File: config.mk
export PLATFORM = sky130hd
export DESIGN_NAME = joint_reference_slew_limiter_core_flat
export DESIGN_NICKNAME = d
export VERILOG_FILES = /design/src/sv/jrsl_pkg.sv /design/src/sv/jrsl_cmd_if.sv /design/src/sv/jrsl_rsp_if.sv /design/src/sv/jrsl_cfg_if.sv /design/src/sv/jrsl_front.sv /design/src/sv/jrsl_queue.sv /design/src/sv/jrsl_back.sv /design/src/sv/joint_reference_slew_limiter_core.sv /design/src/flat_wrapper.sv
export SDC_FILE = /design/constraint.sdc
export NUM_CORES = 2
export LEC_CHECK = 0
export BUFFER_PORTS_ARGS = -buffer_cell sky130_fd_sc_hd__buf_2
export CORE_UTILIZATION = 38
export CTS_CLUSTER_SIZE = 30
export DETAILED_ROUTE_END_ITERATION = 12
export GPL_TIMING_DRIVEN = 0
export SYNTH_ARGS = -nofsm -noshare
export SYNTH_HDL_FRONTEND = slang
export SYNTH_SLANG_ARGS = --single-unit
File: constraint.sdc
create_clock -name clk -period 8.7 [get_ports clk]
set_input_delay 0.435 -clock clk [delete_from_list [all_inputs] [get_ports clk]]
set_output_delay 0.435 -clock clk [all_outputs]
set_load 0.01 [all_outputs]
File: src/sv/jrsl_pkg.sv
// ----------------------------------------------------------------------------
// jrsl_pkg: shared types and constants of the joint reference slew limiter
// Fixed point formats, the queue record, configuration record, FSM codes and
// the limit clamp that both the front end and the back end use.
// ----------------------------------------------------------------------------
package jrsl_pkg;

	localparam int FRAC_BITS = 20;

	localparam int POS_W   = 32;
	localparam int DT_W    = 16;
	localparam int SPEED_W = 27;
	localparam int MFE_W   = 31;
	localparam int TIME_W  = 32;
	localparam int OP_W    = 2;
	localparam int CFG_IDX_W  = 3;
	localparam int CFG_DATA_W = 32;

	// slew step = (max_speed * dt) >> FRAC_BITS
	localparam int PROD_W = SPEED_W + DT_W;
	localparam int STEP_W = PROD_W - FRAC_BITS;

	// working width of the back end; all intermediate positions fit
	localparam int X_W = 35;
	// wrap unit: offset input width, 2*pi width, quotient width
	localparam int U_W = X_W + 1;
	localparam int T_W = FRAC_BITS + 3;
	localparam int K_W = U_W - T_W + 1;

	localparam logic [63:0] PI_Q60 = 64'h3243_F6A8_885A_308D;
	localparam logic [63:0] PI_FIX =
		(PI_Q60 + (64'd1 << (59 - FRAC_BITS))) >> (60 - FRAC_BITS);
	localparam logic [63:0] TWO_PI_FIX = PI_FIX << 1;
	localparam logic [63:0] PI_M1_FIX  = PI_FIX - 64'd1;
	// floor(2^U_W / 2pi): the quotient estimate is never high, at most one low
	localparam logic [63:0] RECIP_FIX  = (64'd1 << U_W) / TWO_PI_FIX;
	// multiple of 2pi above 2^(X_W-1), plus pi-1: makes the wrap input positive
	localparam logic [63:0] WRAP_OFS_FIX =
		TWO_PI_FIX * ((64'd1 << (X_W - 1)) / TWO_PI_FIX + 64'd1) + PI_M1_FIX;

	localparam logic [T_W-1:0] TWO_PI_T = TWO_PI_FIX[T_W-1:0];
	localparam logic [T_W-1:0] PI_M1_T  = PI_M1_FIX[T_W-1:0];
	localparam logic [K_W-1:0] RECIP_K  = RECIP_FIX[K_W-1:0];
	localparam logic [U_W-1:0] WRAP_OFS_U = WRAP_OFS_FIX[U_W-1:0];

	localparam int QUEUE_DEPTH = 4;
	localparam int QPTR_W      = $clog2(QUEUE_DEPTH);

	typedef enum logic [OP_W-1:0] {
		OP_ENTER  = 2'd0,
		OP_TARGET = 2'd1,
		OP_STEP   = 2'd2
	} op_t;

	typedef enum logic [CFG_IDX_W-1:0] {
		CFG_LOWER_LIMIT     = 3'd0,
		CFG_UPPER_LIMIT     = 3'd1,
		CFG_LIMITS_ENABLED  = 3'd2,
		CFG_CONTINUOUS      = 3'd3,
		CFG_MAX_SPEED       = 3'd4,
		CFG_MAX_FOLLOW_ERR  = 3'd5,
		CFG_COMMAND_TIMEOUT = 3'd6
	} cfg_idx_t;

	typedef struct packed {
		logic signed [POS_W-1:0] lower_limit;
		logic signed [POS_W-1:0] upper_limit;
		logic                    limits_enabled;
		logic                    continuous_joint;
		logic [SPEED_W-1:0]      max_speed;
		logic [MFE_W-1:0]        follow_err_limit;
		logic [TIME_W-1:0]       command_timeout;
	} cfg_t;

	localparam cfg_t CFG_RESET = '{
		lower_limit:         32'sh8000_0000,
		upper_limit:         32'sh7FFF_FFFF,
		limits_enabled:      1'b0,
		continuous_joint:    1'b0,
		max_speed:           '0,
		follow_err_limit:    '0,
		command_timeout:     '0
	};

	typedef enum logic {
		JOB_ENTER = 1'b0,
		JOB_STEP  = 1'b1
	} job_kind_t;

	typedef struct packed {
		job_kind_t               kind;
		logic signed [POS_W-1:0] pos;
		logic signed [POS_W-1:0] goal;
		logic                    stale;
		logic [STEP_W-1:0]       slew_step;
	} job_t;

	typedef struct packed {
		logic valid;
		job_t job;
	} job_req_t;

	typedef enum logic [3:0] {
		ST_IDLE,
		ST_WRAP_A,
		ST_WRAP_B,
		ST_WRAP_C,
		ST_WRAP_D,
		ST_WRAP_E,
		ST_SLEW,
		ST_LEAD,
		ST_LEASH,
		ST_FIN
	} back_state_t;

	typedef enum logic [1:0] {
		PASS_ERR,
		PASS_LEAD,
		PASS_FINAL
	} wrap_pass_t;

	// inverted limits: a value below the lower limit takes the lower limit, any other the upper
	function automatic logic signed [POS_W-1:0] clamp_limits(
		input logic signed [POS_W-1:0] x,
		input cfg_t                    c
	);
		logic signed [POS_W-1:0] r;
		r = x;
		if (c.limits_enabled) begin
			if (x < $signed(c.lower_limit)) begin
				r = c.lower_limit;
			end else if (x > $signed(c.upper_limit)) begin
				r = c.upper_limit;
			end
		end
		return r;
	endfunction

endpackage

File: src/sv/jrsl_cmd_if.sv
// ----------------------------------------------------------------------------
// jrsl_cmd_if: command channel
// Valid/ready channel carrying one request: op, position and dt.
// ----------------------------------------------------------------------------
interface jrsl_cmd_if import jrsl_pkg::*; ();
	logic                    valid;
	logic                    ready;
	logic [OP_W-1:0]         op;
	logic signed [POS_W-1:0] position;
	logic [DT_W-1:0]         dt;

	modport source (output valid, op, position, dt, input ready);
	modport sink   (input valid, op, position, dt, output ready);
endinterface

File: src/sv/jrsl_rsp_if.sv
// ----------------------------------------------------------------------------
// jrsl_rsp_if: response channel
// Valid/ready channel carrying the new reference and the stale flag.
// ----------------------------------------------------------------------------
interface jrsl_rsp_if import jrsl_pkg::*; ();
	logic                    valid;
	logic                    ready;
	logic signed [POS_W-1:0] reference_position;
	logic                    stale;

	modport source (output valid, reference_position, stale, input ready);
	modport sink   (input valid, reference_position, stale, output ready);
endinterface

File: src/sv/jrsl_cfg_if.sv
// ----------------------------------------------------------------------------
// jrsl_cfg_if: configuration write channel
// Valid/ready channel carrying a register index and write data.
// ----------------------------------------------------------------------------
interface jrsl_cfg_if import jrsl_pkg::*; ();
	logic                  valid;
	logic                  ready;
	logic [CFG_IDX_W-1:0]  index;
	logic [CFG_DATA_W-1:0] data;

	modport source (output valid, index, data, input ready);
	modport sink   (input valid, index, data, output ready);
endinterface

File: src/sv/jrsl_front.sv
// ----------------------------------------------------------------------------
// jrsl_front: request intake and classification
// Owns the watchdog, hold and target state; resolves goal, stale flag and
// slew step for each step request and queues enter and step jobs.
// ----------------------------------------------------------------------------
module jrsl_front import jrsl_pkg::*; (
	input  logic     clk,
	input  logic     arst_n,
	jrsl_cmd_if.sink cmd,
	input  cfg_t     cfg,
	input  logic     full,
	output job_req_t wr
);

	logic signed [POS_W-1:0] hold_q;
	logic signed [POS_W-1:0] target_q;
	logic                    follow_q;
	logic [TIME_W-1:0]       elapsed_q;

	logic                    accept;
	logic [TIME_W:0]         elapsed_sum;
	logic [TIME_W-1:0]       elapsed_d;
	logic                    stale;
	logic signed [POS_W-1:0] sel;
	logic signed [POS_W-1:0] goal;
	logic [PROD_W-1:0]       prod;

	assign cmd.ready = !full;
	assign accept    = cmd.valid && cmd.ready;

	// saturating watchdog accumulate
	assign elapsed_sum = {1'b0, elapsed_q} + {{(TIME_W + 1 - DT_W){1'b0}}, cmd.dt};
	assign elapsed_d   = elapsed_sum[TIME_W] ? '1 : elapsed_sum[TIME_W-1:0];
	assign stale       = (cfg.command_timeout != '0) && (elapsed_d >= cfg.command_timeout);

	assign sel  = follow_q ? target_q : hold_q;
	assign goal = stale ? clamp_limits(cmd.position, cfg) : clamp_limits(sel, cfg);

	assign prod = {{DT_W{1'b0}}, cfg.max_speed} * {{SPEED_W{1'b0}}, cmd.dt};

	always_comb begin
		wr.valid         = accept && (cmd.op == OP_ENTER || cmd.op == OP_STEP);
		wr.job.kind      = (cmd.op == OP_STEP) ? JOB_STEP : JOB_ENTER;
		wr.job.pos       = cmd.position;
		wr.job.goal      = goal;
		wr.job.stale     = stale;
		wr.job.slew_step = prod[PROD_W-1:FRAC_BITS];
	end

	always_ff @(posedge clk or negedge arst_n) begin
		if (!arst_n) begin
			hold_q    <= '0;
			target_q  <= '0;
			follow_q  <= 1'b0;
			elapsed_q <= '0;
		end else if (accept) begin
			unique case (cmd.op)
				OP_ENTER: begin
					hold_q    <= cmd.position;
					follow_q  <= 1'b0;
					elapsed_q <= '0;
				end
				OP_TARGET: begin
					target_q  <= cmd.position;
					follow_q  <= 1'b1;
					elapsed_q <= '0;
				end
				OP_STEP: begin
					elapsed_q <= elapsed_d;
				end
				default: ;
			endcase
		end
	end

endmodule

File: src/sv/jrsl_queue.sv
// ----------------------------------------------------------------------------
// jrsl_queue: job queue between front end and back end
// Small flop FIFO; head is presented combinationally.
// ----------------------------------------------------------------------------
module jrsl_queue import jrsl_pkg::*; (
	input  logic     clk,
	input  logic     arst_n,
	input  job_req_t wr,
	output logic     full,
	input  logic     pop,
	output job_req_t rd
);

	job_t              mem_q [QUEUE_DEPTH];
	logic [QPTR_W-1:0] wr_ptr_q;
	logic [QPTR_W-1:0] rd_ptr_q;
	logic [QPTR_W:0]   count_q;

	localparam logic [QPTR_W-1:0] PTR_LAST = QPTR_W'(QUEUE_DEPTH - 1);
	localparam logic [QPTR_W:0]   CNT_FULL = (QPTR_W + 1)'(QUEUE_DEPTH);

	assign full     = (count_q == CNT_FULL);
	assign rd.valid = (count_q != '0);
	assign rd.job   = mem_q[rd_ptr_q];

	always_ff @(posedge clk) begin
		if (wr.valid) begin
			mem_q[wr_ptr_q] <= wr.job;
		end
	end

	always_ff @(posedge clk or negedge arst_n) begin
		if (!arst_n) begin
			wr_ptr_q <= '0;
			rd_ptr_q <= '0;
			count_q  <= '0;
		end else begin
			if (wr.valid) begin
				wr_ptr_q <= (wr_ptr_q == PTR_LAST) ? '0 : wr_ptr_q + 1'b1;
			end
			if (pop) begin
				rd_ptr_q <= (rd_ptr_q == PTR_LAST) ? '0 : rd_ptr_q + 1'b1;
			end
			if (wr.valid && !pop) begin
				count_q <= count_q + 1'b1;
			end else if (pop && !wr.valid) begin
				count_q <= count_q - 1'b1;
			end
		end
	end

	a_count_bound: assert property (@(posedge clk) disable iff (!arst_n)
		count_q <= CNT_FULL)
		else $error("queue count above depth");

	a_no_push_full: assert property (@(posedge clk) disable iff (!arst_n)
		wr.valid |-> !full)
		else $error("push into full queue");

	a_no_pop_empty: assert property (@(posedge clk) disable iff (!arst_n)
		pop |-> rd.valid)
		else $error("pop from empty queue");

endmodule

File: src/sv/jrsl_back.sv
// ----------------------------------------------------------------------------
// jrsl_back: reference update sequencer
// Owns the reference; runs slew, leash if enabled, wrap on a continuous joint
// (shared multi-cycle unit), saturation and clamp per step job; holds the response.
// ----------------------------------------------------------------------------
module jrsl_back import jrsl_pkg::*; (
	input  logic       clk,
	input  logic       arst_n,
	input  cfg_t       cfg,
	input  job_req_t   head,
	output logic       pop,
	jrsl_rsp_if.source rsp
);

	back_state_t state_q, state_d;
	wrap_pass_t  pass_q, pass_d;

	logic signed [POS_W-1:0] ref_q;
	logic signed [X_W-1:0]   x_q;
	logic signed [POS_W-1:0] pos_q;
	logic [STEP_W-1:0]       step_q;
	logic                    stale_q;
	logic [U_W-1:0]          u_q;
	logic [K_W-1:0]          k_q;
	logic [U_W-1:0]          m_q;
	logic [T_W:0]            y_q;

	logic                    out_valid_q;
	logic signed [POS_W-1:0] out_ref_q;
	logic                    out_stale_q;

	logic                    out_free;
	logic                    fin_load;
	logic signed [POS_W-1:0] idle_base;
	logic [U_W+K_W-1:0]      recip_prod;
	logic [K_W+T_W-1:0]      km_prod;
	logic [U_W-1:0]          u_minus_m;
	logic [T_W:0]            y_sel;
	logic signed [X_W-1:0]   wrap_out;
	logic signed [X_W-1:0]   pos_x;
	logic signed [X_W-1:0]   step_x;
	logic signed [X_W-1:0]   mfe_x;
	logic signed [POS_W-1:0] sat_val;
	logic signed [POS_W-1:0] fin_val;

	localparam logic signed [X_W-1:0] SAT_MAX = {{(X_W - POS_W + 1){1'b0}}, {(POS_W - 1){1'b1}}};
	localparam logic signed [X_W-1:0] SAT_MIN = {{(X_W - POS_W + 1){1'b1}}, {(POS_W - 1){1'b0}}};

	function automatic logic signed [X_W-1:0] clamp_sym(
		input logic signed [X_W-1:0] x,
		input logic signed [X_W-1:0] m
	);
		logic signed [X_W-1:0] r;
		r = x;
		if (x > m) begin
			r = m;
		end else if (x < -m) begin
			r = -m;
		end
		return r;
	endfunction

	assign out_free = !out_valid_q || rsp.ready;

	// stale step restarts from the measured position
	assign idle_base = (head.job.kind == JOB_ENTER || head.job.stale) ? head.job.pos : ref_q;

	assign pos_x  = X_W'(pos_q);
	assign step_x = $signed(X_W'(step_q));
	assign mfe_x  = $signed(X_W'(cfg.follow_err_limit));

	// wrap unit: y = ((x + pi - 1) mod 2pi) - (pi - 1), into (-pi, pi]
	assign recip_prod = {{K_W{1'b0}}, u_q} * {{U_W{1'b0}}, RECIP_K};
	assign km_prod    = {{T_W{1'b0}}, k_q} * {{K_W{1'b0}}, TWO_PI_T};
	assign u_minus_m  = u_q - m_q;
	assign y_sel      = (y_q >= {1'b0, TWO_PI_T}) ? y_q - {1'b0, TWO_PI_T} : y_q;
	assign wrap_out   = $signed({{(X_W - T_W - 1){1'b0}}, y_sel})
		- $signed({{(X_W - T_W){1'b0}}, PI_M1_T});

	assign sat_val = (x_q > SAT_MAX) ? SAT_MAX[POS_W-1:0] :
		(x_q < SAT_MIN) ? SAT_MIN[POS_W-1:0] : x_q[POS_W-1:0];
	assign fin_val = clamp_limits(sat_val, cfg);

	always_ff @(posedge clk or negedge arst_n) begin
		if (!arst_n) begin
			state_q <= ST_IDLE;
			pass_q  <= PASS_ERR;
		end else begin
			state_q <= state_d;
			pass_q  <= pass_d;
		end
	end

	always_comb begin
		state_d  = state_q;
		pass_d   = pass_q;
		pop      = 1'b0;
		fin_load = 1'b0;
		unique case (state_q)
			ST_IDLE: begin
				if (head.valid) begin
					pop = 1'b1;
					if (head.job.kind == JOB_STEP) begin
						if (cfg.continuous_joint) begin
							state_d = ST_WRAP_A;
							pass_d  = PASS_ERR;
						end else begin
							state_d = ST_SLEW;
						end
					end
				end
			end
			ST_WRAP_A: state_d = ST_WRAP_B;
			ST_WRAP_B: state_d = ST_WRAP_C;
			ST_WRAP_C: state_d = ST_WRAP_D;
			ST_WRAP_D: state_d = ST_WRAP_E;
			ST_WRAP_E: begin
				unique case (pass_q)
					PASS_ERR:  state_d = ST_SLEW;
					PASS_LEAD: state_d = ST_LEASH;
					default:   state_d = ST_FIN;
				endcase
			end
			ST_SLEW: state_d = ST_LEAD;
			ST_LEAD: begin
				if (cfg.follow_err_limit != '0) begin
					if (cfg.continuous_joint) begin
						state_d = ST_WRAP_A;
						pass_d  = PASS_LEAD;
					end else begin
						state_d = ST_LEASH;
					end
				end else if (cfg.continuous_joint) begin
					state_d = ST_WRAP_A;
					pass_d  = PASS_FINAL;
				end else begin
					state_d = ST_FIN;
				end
			end
			ST_LEASH: begin
				if (cfg.continuous_joint) begin
					state_d = ST_WRAP_A;
					pass_d  = PASS_FINAL;
				end else begin
					state_d = ST_FIN;
				end
			end
			ST_FIN: begin
				if (out_free) begin
					fin_load = 1'b1;
					state_d  = ST_IDLE;
				end
			end
			default: state_d = ST_IDLE;
		endcase
	end

	always_ff @(posedge clk or negedge arst_n) begin
		if (!arst_n) begin
			ref_q <= '0;
		end else if (state_q == ST_IDLE && head.valid) begin
			ref_q <= idle_base;
		end else if (fin_load) begin
			ref_q <= fin_val;
		end
	end

	always_ff @(posedge clk) begin
		case (state_q)
			ST_IDLE: begin
				if (head.valid) begin
					x_q     <= X_W'(head.job.goal) - X_W'(idle_base);
					pos_q   <= head.job.pos;
					step_q  <= head.job.slew_step;
					stale_q <= head.job.stale;
				end
			end
			ST_WRAP_A: u_q <= U_W'(x_q) + WRAP_OFS_U;
			ST_WRAP_B: k_q <= recip_prod[U_W+K_W-1:U_W];
			ST_WRAP_C: m_q <= km_prod[U_W-1:0];
			ST_WRAP_D: y_q <= u_minus_m[T_W:0];
			ST_WRAP_E: x_q <= wrap_out;
			ST_SLEW:   x_q <= X_W'(ref_q) + clamp_sym(x_q, step_x);
			ST_LEAD: begin
				if (cfg.follow_err_limit != '0) begin
					x_q <= x_q - pos_x;
				end
			end
			ST_LEASH:  x_q <= pos_x + clamp_sym(x_q, mfe_x);
			default: ;
		endcase
	end

	always_ff @(posedge clk or negedge arst_n) begin
		if (!arst_n) begin
			out_valid_q <= 1'b0;
		end else if (fin_load) begin
			out_valid_q <= 1'b1;
		end else if (rsp.ready) begin
			out_valid_q <= 1'b0;
		end
	end

	always_ff @(posedge clk) begin
		if (fin_load) begin
			out_ref_q   <= fin_val;
			out_stale_q <= stale_q;
		end
	end

	assign rsp.valid              = out_valid_q;
	assign rsp.reference_position = out_ref_q;
	assign rsp.stale              = out_stale_q;

	a_fin_in_limits: assert property (@(posedge clk) disable iff (!arst_n)
		(fin_load && cfg.limits_enabled
			&& $signed(cfg.lower_limit) <= $signed(cfg.upper_limit))
		|-> (fin_val >= $signed(cfg.lower_limit) && fin_val <= $signed(cfg.upper_limit)))
		else $error("reference outside enabled limits");

	a_ref_hold_idle: assert property (@(posedge clk) disable iff (!arst_n)
		(state_q == ST_IDLE && !head.valid) |=> $stable(ref_q))
		else $error("reference moved with no job");

	a_fin_waits: assert property (@(posedge clk) disable iff (!arst_n)
		(state_q == ST_FIN && !out_free) |=> (state_q == ST_FIN && $stable(out_ref_q)))
		else $error("response overwritten while stalled");

endmodule

File: src/sv/joint_reference_slew_limiter_core.sv
// ----------------------------------------------------------------------------
// joint_reference_slew_limiter_core: one-joint position reference generator
//
// cmd carries requests: op enter (take measured position as hold and as the
// reference), op target (new target), op step (advance the reference).
// Op code three is dropped. Only steps produce a response on rsp:
// the new reference and the watchdog stale flag. cfg writes registers by
// index; it is always ready and is meant to be used while the block is idle.
//
// cmd is accepted every cycle while the 4-entry job queue has room. A step
// leaves the queue into the back-end sequencer, which owns the reference and
// so takes one step at a time: slew, lead, the following-error leash when
// enabled, then the final saturate and clamp. A continuous joint also wraps
// the error before the slew, the lead before the leash and the result at the
// end, each wrap in states WRAP_A to WRAP_E of the shared wrap unit. An enter
// only sets the reference in the sequencer; a target never enters the queue.
// Reset clears config to defaults, state to zero and empties the queue.
// When rsp stalls, the response register holds, the sequencer waits, the
// queue fills and cmd.ready drops.
// ----------------------------------------------------------------------------
module joint_reference_slew_limiter_core import jrsl_pkg::*; (
	input  logic       clk,
	input  logic       arst_n,
	jrsl_cmd_if.sink   cmd,
	jrsl_rsp_if.source rsp,
	jrsl_cfg_if.sink   cfg
);

	cfg_t     cfg_q;
	job_req_t wr;
	job_req_t head;
	logic     full;
	logic     pop;

	// register file: never backpressures
	assign cfg.ready = 1'b1;

	always_ff @(posedge clk or negedge arst_n) begin
		if (!arst_n) begin
			cfg_q <= CFG_RESET;
		end else if (cfg.valid) begin
			unique case (cfg.index)
				CFG_LOWER_LIMIT:     cfg_q.lower_limit      <= cfg.data;
				CFG_UPPER_LIMIT:     cfg_q.upper_limit      <= cfg.data;
				CFG_LIMITS_ENABLED:  cfg_q.limits_enabled   <= cfg.data[0];
				CFG_CONTINUOUS:      cfg_q.continuous_joint <= cfg.data[0];
				CFG_MAX_SPEED:       cfg_q.max_speed        <= cfg.data[SPEED_W-1:0];
				CFG_MAX_FOLLOW_ERR:  cfg_q.follow_err_limit <= cfg.data[MFE_W-1:0];
				CFG_COMMAND_TIMEOUT: cfg_q.command_timeout  <= cfg.data[TIME_W-1:0];
				default: ;
			endcase
		end
	end

	// front: watchdog, goal selection and clamp, slew step product
	jrsl_front u_front (
		.clk    (clk),
		.arst_n (arst_n),
		.cmd    (cmd),
		.cfg    (cfg_q),
		.full   (full),
		.wr     (wr)
	);

	// decouples intake from the multi-cycle reference update
	jrsl_queue u_queue (
		.clk    (clk),
		.arst_n (arst_n),
		.wr     (wr),
		.full   (full),
		.pop    (pop),
		.rd     (head)
	);

	// back: slew, leash, wrap, saturate, clamp; response register
	jrsl_back u_back (
		.clk    (clk),
		.arst_n (arst_n),
		.cfg    (cfg_q),
		.head   (head),
		.pop    (pop),
		.rsp    (rsp)
	);

endmodule

File: src/flat_wrapper.sv
// flat-port wrapper written by rule: the top's interface ports become plain ports
module joint_reference_slew_limiter_core_flat import jrsl_pkg::*;
  (clk, arst_n, cmd_valid, cmd_op, cmd_position, cmd_dt, cmd_ready, rsp_valid, rsp_reference_position, rsp_stale, rsp_ready, cfg_valid, cfg_index, cfg_data, cfg_ready);
  jrsl_cmd_if cmd_i ();
  jrsl_rsp_if rsp_i ();
  jrsl_cfg_if cfg_i ();
  input  logic clk;
  input  logic arst_n;
  input wire logic [$bits(cmd_i.valid)-1:0] cmd_valid;
  input wire logic [$bits(cmd_i.op)-1:0] cmd_op;
  input wire logic [$bits(cmd_i.position)-1:0] cmd_position;
  input wire logic [$bits(cmd_i.dt)-1:0] cmd_dt;
  output wire logic [$bits(cmd_i.ready)-1:0] cmd_ready;
  output wire logic [$bits(rsp_i.valid)-1:0] rsp_valid;
  output wire logic [$bits(rsp_i.reference_position)-1:0] rsp_reference_position;
  output wire logic [$bits(rsp_i.stale)-1:0] rsp_stale;
  input wire logic [$bits(rsp_i.ready)-1:0] rsp_ready;
  input wire logic [$bits(cfg_i.valid)-1:0] cfg_valid;
  input wire logic [$bits(cfg_i.index)-1:0] cfg_index;
  input wire logic [$bits(cfg_i.data)-1:0] cfg_data;
  output wire logic [$bits(cfg_i.ready)-1:0] cfg_ready;
  assign cmd_i.valid = cmd_valid;
  assign cmd_i.op = cmd_op;
  assign cmd_i.position = cmd_position;
  assign cmd_i.dt = cmd_dt;
  assign cmd_ready = cmd_i.ready;
  assign rsp_valid = rsp_i.valid;
  assign rsp_reference_position = rsp_i.reference_position;
  assign rsp_stale = rsp_i.stale;
  assign rsp_i.ready = rsp_ready;
  assign cfg_i.valid = cfg_valid;
  assign cfg_i.index = cfg_index;
  assign cfg_i.data = cfg_data;
  assign cfg_ready = cfg_i.ready;
  joint_reference_slew_limiter_core u_core (.clk(clk), .arst_n(arst_n), .cmd(cmd_i), .rsp(rsp_i), .cfg(cfg_i));
endmodule
Word-level counts from Yosys, hierarchy flattened
Memory sizes are Yosys's and may differ from the RTL's.
Index checks and enable logic that the tools add are counted.
{ "word_totals": {"regBits": 520, "latchBits": 0, "mem_bits_rw": 356, "rom_bits": 0, "inputBits": 90, "output_inout_bits": 36, "elab_cells": 190, "memories": 1} }
{ "mem_list": {"columns": ["memory", "depth", "word_bits", "read_ports", "rd_ports_with_merged_regs", "wr", "line_no", "rtl"], "rows": [
  ["u_core.u_queue.mem_q", 4, 89, 1, 0, 1, "jrsl_queue.sv:14", "job_t mem_q [QUEUE_DEPTH];"]
]} }
{ "classes": {"addsub": 15, "n_mul": 3, "div": 0, "magnitude_cmp": 14, "eq_ne": 27, "shift": 0, "muxes": 58, "n_bitwise": 1, "reduce_logical": 43} }
{ "ops": {"columns": ["operator", "n"], "rows": [
  ["$mux W32", 17],
  ["$mux W35", 8],
  ["$pmux W35 S5", 1],
  ["$gt A32 B32 Y1", 3],
  ["$lt A32 B32 Y1", 3],
  ["$add A32 B35 Y35", 2],
  ["$lt A35 B35 Y1", 2],
  ["$pmux W32 S2", 1],
  ["$mul A36 B13 Y49 const B", 1],
  ["$mul A27 B16 Y43", 1],
  ["$pmux W4 S10", 1],
  ["$add A36 B35 Y36 const B", 1],
  ["$gt A35 B24 Y1", 1],
  ["$gt A35 B32 Y1", 1],
  ["$gt A35 B32 Y1 const B", 1],
  ["$lt A35 B32 Y1 const B", 1],
  ["$neg A23 Y35", 1],
  ["$neg A31 Y35", 1],
  ["$sub A35 B32 Y35", 1],
  ["$add A32 B16 Y33", 1],
  ["$sub A32 B32 Y33", 1],
  ["$ge A32 B32 Y1", 1],
  ["$reduce_bool A32 Y1", 1],
  ["$reduce_bool A31 Y1", 1],
  ["42 further kinds", 108]
]} }

Longest topological paths before layout
{ "depth": {"ltp_word": 9, "ltp_mapped": 37, "depth_no_buf": 36} }

Cells and area by module
From an unflattened synthesis, not the netlist that was laid out.
{ "hier_totals": {"cells_unflattened": 8030, "area_unflattened_um2": 82854.5} }
{ "by_module_without_submodules": {"columns": ["module", "instances", "cells_each", "area_per_inst_um2", "seq_area_each_um2"], "rows": [
  ["jrsl_back", 1, 4352, 38739.7, 7612.3],
  ["jrsl_front", 1, 2839, 24731.2, 2427.3],
  ["jrsl_queue", 1, 502, 13347.8, 10865.4],
  ["joint_reference_slew_limiter_core", 1, 337, 6035.8, 3943.8]
]} }

Worst setup path before layout
Ideal clock, no wire load.
{ "synth_path": {"kind": "reg2reg", "startpoint": "reg u_core.cfg_q[42] (netlist bit)", "endpoint": "reg u_core.u_back.x_q[33] (data pin)", "setup_time_ns": 0.145, "t_arrival_ns": 7.687, "required_time_ns": 8.555, "path_slack_ns": 0.868, "stages_incl_launch_ff": 34, "n_path_buf": 3, "period_less_slack_ns": 7.832, "cell_sequence": "dfrtp_1 -> clkbuf_1 -> nor4_1 -> nand4_1 -> nor3_2 -> nand4_1 -> nand2b_1 -> o41ai_1 -> nand2_1 -> ha_1 -> or4_1 -> a21oi_1 -> o21ai_0 -> a31oi_1 -> a211oi_1 -> o31ai_1 -> clkbuf_1 -> buf_1 -> nand3_1 -> o21ai_0 -> a21oi_1 -> ha_1 -> a21o_1 -> a21o_1 -> a211o_1 -> a22oi_1 -> a21boi_0 -> o21ai_0 -> o21ai_0 -> a21oi_1 -> or3b_2 -> a31oi_1 -> nor4_1 -> o21ai_1"} }
{ "synth_via": {"elab_chain_len": 7, "elab_cells_between_ends": 8, "cone_classes": "2 x add/sub; 2 x order compare; 4 x mux"} }
{ "synth_rtl": {"columns": ["element", "line_no", "rtl"], "rows": [
  ["start, declared", "joint_reference_slew_limiter_core.sv:29", "cfg_t cfg_q;"],
  ["$neg A31 Y35", "jrsl_back.sv:57, jrsl_back.sv:58", null],
  ["$lt A35 B35 Y1", "jrsl_back.sv:57", "end else if (x < -m) begin"],
  ["$mux W35", "jrsl_back.sv:57", null],
  ["$mux W35 *", "jrsl_back.sv:55", "if (x > m) begin"],
  ["$mux W35 *", "jrsl_back.sv:169", "case (state_q)"],
  ["$add A32 B35 Y35 *", "jrsl_back.sv:189", "ST_LEASH: x_q <= pos_x + clamp_sym(x_q, mfe_x);"],
  ["$pmux W35 S5 *", "jrsl_back.sv:169", null],
  ["end signal, assigned", "jrsl_back.sv:172", "x_q <= X_W'(head.job.goal) - X_W'(idle_base);"],
  ["end signal, assigned", "jrsl_back.sv:186", "x_q <= x_q - pos_x;"],
  ["end signal, assigned", "jrsl_back.sv:189", null],
  ["end, declared", "jrsl_back.sv:19", "logic signed [X_W-1:0] x_q;"]
]} }
Every way passes the cells marked *; elsewhere a longest branch is shown, timed or not. The select of a mux whose other input is x is not followed.
A chain may end at the register's enable or synchronous reset.

Worst setup path in the final report
{ "layout_path": {"startpoint": "reg u_core.u_back.x_q[8]", "endpoint": "reg u_core.u_back.out_ref_q[0] (netlist: u_core.u_back.rsp.reference_position[0]) (data pin)"} }
{ "layout_via": {"elab_chain_len": 7, "elab_cells_between_ends": 9, "cone_classes": "4 x order compare; 5 x mux"} }
{ "layout_rtl": {"columns": ["element", "line_no", "rtl"], "rows": [
  ["start signal, assigned", "jrsl_back.sv:172", null],
  ["start signal, assigned", "jrsl_back.sv:182", "ST_WRAP_E: x_q <= wrap_out;"],
  ["start signal, assigned", "jrsl_back.sv:183", "ST_SLEW: x_q <= X_W'(ref_q) + clamp_sym(x_q, step_x);"],
  ["$lt A35 B32 Y1", "jrsl_back.sv:81", "(x_q < SAT_MIN) ? SAT_MIN[POS_W-1:0] : x_q[POS_W-1:0];"],
  ["$mux W32", "jrsl_back.sv:81", null],
  ["$mux W32 *", "jrsl_back.sv:80", "assign sat_val = (x_q > SAT_MAX) ? SAT_MAX[POS_W-1:0] :"],
  ["$gt A32 B32 Y1", "jrsl_pkg.sv:132", "end else if (x > $signed(c.upper_limit)) begin"],
  ["$mux W32", "jrsl_pkg.sv:132", null],
  ["$mux W32", "jrsl_pkg.sv:130", "if (x < $signed(c.lower_limit)) begin"],
  ["$mux W32 *", "jrsl_pkg.sv:129", "if (c.limits_enabled) begin"],
  ["via u_core.u_back.fin_val[0]", "jrsl_back.sv:44", "logic signed [POS_W-1:0] fin_val;"],
  ["end signal, assigned", "jrsl_back.sv:206", "out_ref_q <= fin_val;"],
  ["end, declared", "jrsl_back.sv:29", "logic signed [POS_W-1:0] out_ref_q;"]
]} }
The timed path passes the listed nets; every way through them passes the cells marked *.

==> flow_summary.json <==
{
  "worstHoldPathType": "in -> reg",
  "rows": 168,
  "crit_path_end_kind": "flip-flop",
  "wl_per_cell_um": 24.6,
  "ys_async_sr_fraction_pct": 34.1,
  "synth_area_leader_cell": "edfxtp_1",
  "first_global_vias": 62300,
  "synth_edf_count": 577,
  "grt_max_degree": 105,
  "whs_ns": 0.0550,
  "antenna_found_initial": 19,
  "io_buffers": 122,
  "max-cap-violations": 1,
  "synthesis.area_sq_mm": 0.0804,
  "final_common_cell": "inv_1",
  "r2r_cells": 19,
  "dp_hpwl_um": 220000,
  "die_h_um": 462,
  "clockBufferDepth": 3,
  "numCtsBuffers": 100,
  "finalSetupViolations": 0,
  "drt_iter0_drc": 5566,
  "yosys_warnings": 0,
  "status": "finished, violations left",
  "slew_viol_final": 0,
  "clock-sinks": 876,
  "skew_ns": 0.0760,
  "setup.worst_path.class": "reg -> reg",
  "clk_latency_ns": 0.79,
  "final_cell_area_sq_mm": 0.0891,
  "cp.required_ns": 9.18,
  "ios": 126,
  "placed_area_sq_mm": 0.0849,
  "start_util_pct": 38.3,
  "drive_gt1_share_pct": 9.61,
  "via_per_inst": 5.61,
  "drt-total-wl_um": 271000,
  "worstPathMaxFanout": 10,
  "timing.slew.headroom_pct": 0.828,
  "grt_pass1_wl_um": 400000,
  "period_needed_ns": 8.53,
  "fin_crit_sh_pct": 98.0,
  "fmax_mhz": 117,
  "root_buffer": "clkbuf_16",
  "dieArea_sq_mm": 0.213,
  "synth.top_cell.area_share_pct": 21.6,
  "vias": 61600,
  "tightestPinTransition_ns": 1.48,
  "clk_pin_slew_ns": 0.07,
  "ys_top_cells_by_area": "edfxtp_1 (22%), fa_1 (16%), ha_1 (14%)",
  "grtUsageTotal_pct": 25.4,
  "syn_to_final_growth_pct": 10.8,
  "final_cell_mix": "inv_1 (1041), ha_1 (872), nand2_1 (715)",
  "avgSynthCellArea_sq_um": 10.3,
  "synth.distinct_cells": 98,
  "drc_errors": 0,
  "hold_path_depth": 1,
  "hold_viol_final": 0,
  "drt-pass1-iter-count": 6,
  "syn_inst": 7812,
  "cts_htree_levels": 3,
  "cts_tree": "yes",
  "ys_ff_latch": 876,
  "fin_tns_setup_ns": 0,
  "gp_congestion": 0.976,
  "synth_ff_type": "edfxtp_1",
  "drtAntennaViolNets": 0,
  "arrival_ns": 9.01,
  "nets": 9676,
  "core_area_sq_mm": 0.210,
  "synthesis.nets": 9403,
  "overflow": 0,
  "ys_seq_area_share_pct": 30.9,
  "die_w_um": 462,
  "rsz0062_at_grt": "yes",
  "start_kind": "flip-flop",
  "violations": "max-capacitance violations"
}
==> sequential cells by signal, indices dropped and copies added (netlist names), 14 cells and up <==
| name | count |
|---|---|
| u_core.u_queue.mem_q | 356 |
| u_core.cfg_q | 156 |
| u_core.u_back.u_q | 36 |
| u_core.u_back.x_q | 35 |
| u_core.u_back.pos_q | 32 |
| u_core.u_back.ref_q | 32 |
| u_core.u_back.rsp.reference_position | 32 |
| u_core.u_front.elapsed_q | 32 |
| u_core.u_front.hold_q | 32 |
| u_core.u_front.target_q | 32 |
| u_core.u_back.y_q | 24 |
| u_core.u_back.m_q | 23 |
| u_core.u_back.step_q | 23 |
| u_core.u_back.k_q | 14 |
==> Yosys cell counts (24+ instances only) <==
library cell	count
clkbuf_1	254
dfstp_2	32
and2_1	197
mux2i_1	112
edfxtp_1	577
nor2_1	284
o221a_2	31
o21ai_0	370
a221o_1	37
o211ai_1	26
inv_1	1042
dfrtp_1	267
ha_1	873
nor2b_1	61
a22o_1	51
nand3_1	139
nor3_1	119
nand2_1	716
xnor2_1	220
and3_1	49
nor4_1	38
fa_1	628
mux2_2	165
xor2_1	92
a31oi_1	36
o22ai_1	66
or3_1	24
mux4_2	89
nand2b_1	75
a211oi_1	56
o2bb2ai_1	31
a21o_1	189
o21a_1	61
a21oi_1	353
nand4_1	90
==> per-stage QoR <==
step | setup slack, ns | instances | utilization [%]
after global placement | -2.46 | 10700 | 40.2
after global routing | -0.0334 | 11000 | 42.4
after detailed placement | -1.82 | 10800 | 40.4
final | 0.170 | 11000 | 42.4
after floorplan | 0.868 | 7812 | -
after CTS | -0.0180 | 11000 | 42.2
==> timing repair <==
item,in CTS,in global routing
endpoints found under the hold margin,239,0
buffers inserted,4,12
endpoints found under the setup margin,90,93
resized for setup,43,107
pin swaps,5,11
gates cloned,0,0
hold buffers,18,0
==> metal layers <==
metal,vias to the layer above,wire length (um),global-route usage [%]
li1,27900,-,-
met2,2298,121000,39.5
met1,31000,118000,34.5
met5,-,72,0
met4,10,13600,11.7
met3,488,18800,4.04
==> area by class of cell <==
cell class / instances / area [sq um]
sequential: 876 / 24800
inverter: 1042 / 3910
clock inverter: 58 / 659
tap: 2805 / 3510
antenna: 18 / 45.0
timing repair buffer: 172 / 1260
buffer: 296 / 1210
multi-input combinational: 5597 / 50900
fill: 20200 / 121000
clock buffer: 130 / 2690
==> worst max-delay path, stage by stage, from the launching register on <==
cell       delay [ns]
edfxtp_1         0.60
clkbuf_1         0.57
nand2_1          0.20
a2111oi_1        0.81
nand3_1          0.25
a21oi_2          0.61
clkbuf_1         0.44
a21o_1           0.34
ha_1             0.31
nand2_1          0.07
nand3b_1         0.26
a211oi_2         0.55
o21ai_0          0.30
a221o_1          0.44
a21oi_1          0.22
mux2i_1          0.50
buf_2            0.38
clkbuf_1         0.54
o21ai_0          0.44
a21o_1           0.39
==> path summary, 6_finish.rpt <==
kind	from	to	slack (ns)
setup / recovery	u_core.u_back.x_q[8]	u_core.u_back.rsp.reference_position[0]	0.17
hold / removal	cmd_position[23]	u_core.u_queue.mem_q[0][79]	0.05
setup reg to reg	u_core.u_back.x_q[8]	u_core.u_back.rsp.reference_position[0]	0.17
hold reg to reg	u_core.u_back.stale_q	u_core.u_back.rsp.stale	0.46
max in group asynchronous	arst_n	u_core.u_queue.count_q[0]	7.34
min in group asynchronous	arst_n	u_core.u_front.hold_q[24]	0.06
==> logic make-up after synthesis <==
family	count (synthesis)	synth area share [%]
multiplexers	366	6.20
flip-flops	876	30.9
adder cells (fa/ha/maj)	1501	29.2
AND/OR/NAND/NOR	1886	11.4
AO/OA/AOI/OAI	1531	12.6
other	1	0.00467
buffers and inverters	1339	6.29
XOR/XNOR	312	3.40
Power is left out: the tool's default activity adds up to more than one toggle a clock period on the data nets, which glitch-free logic cannot reach.
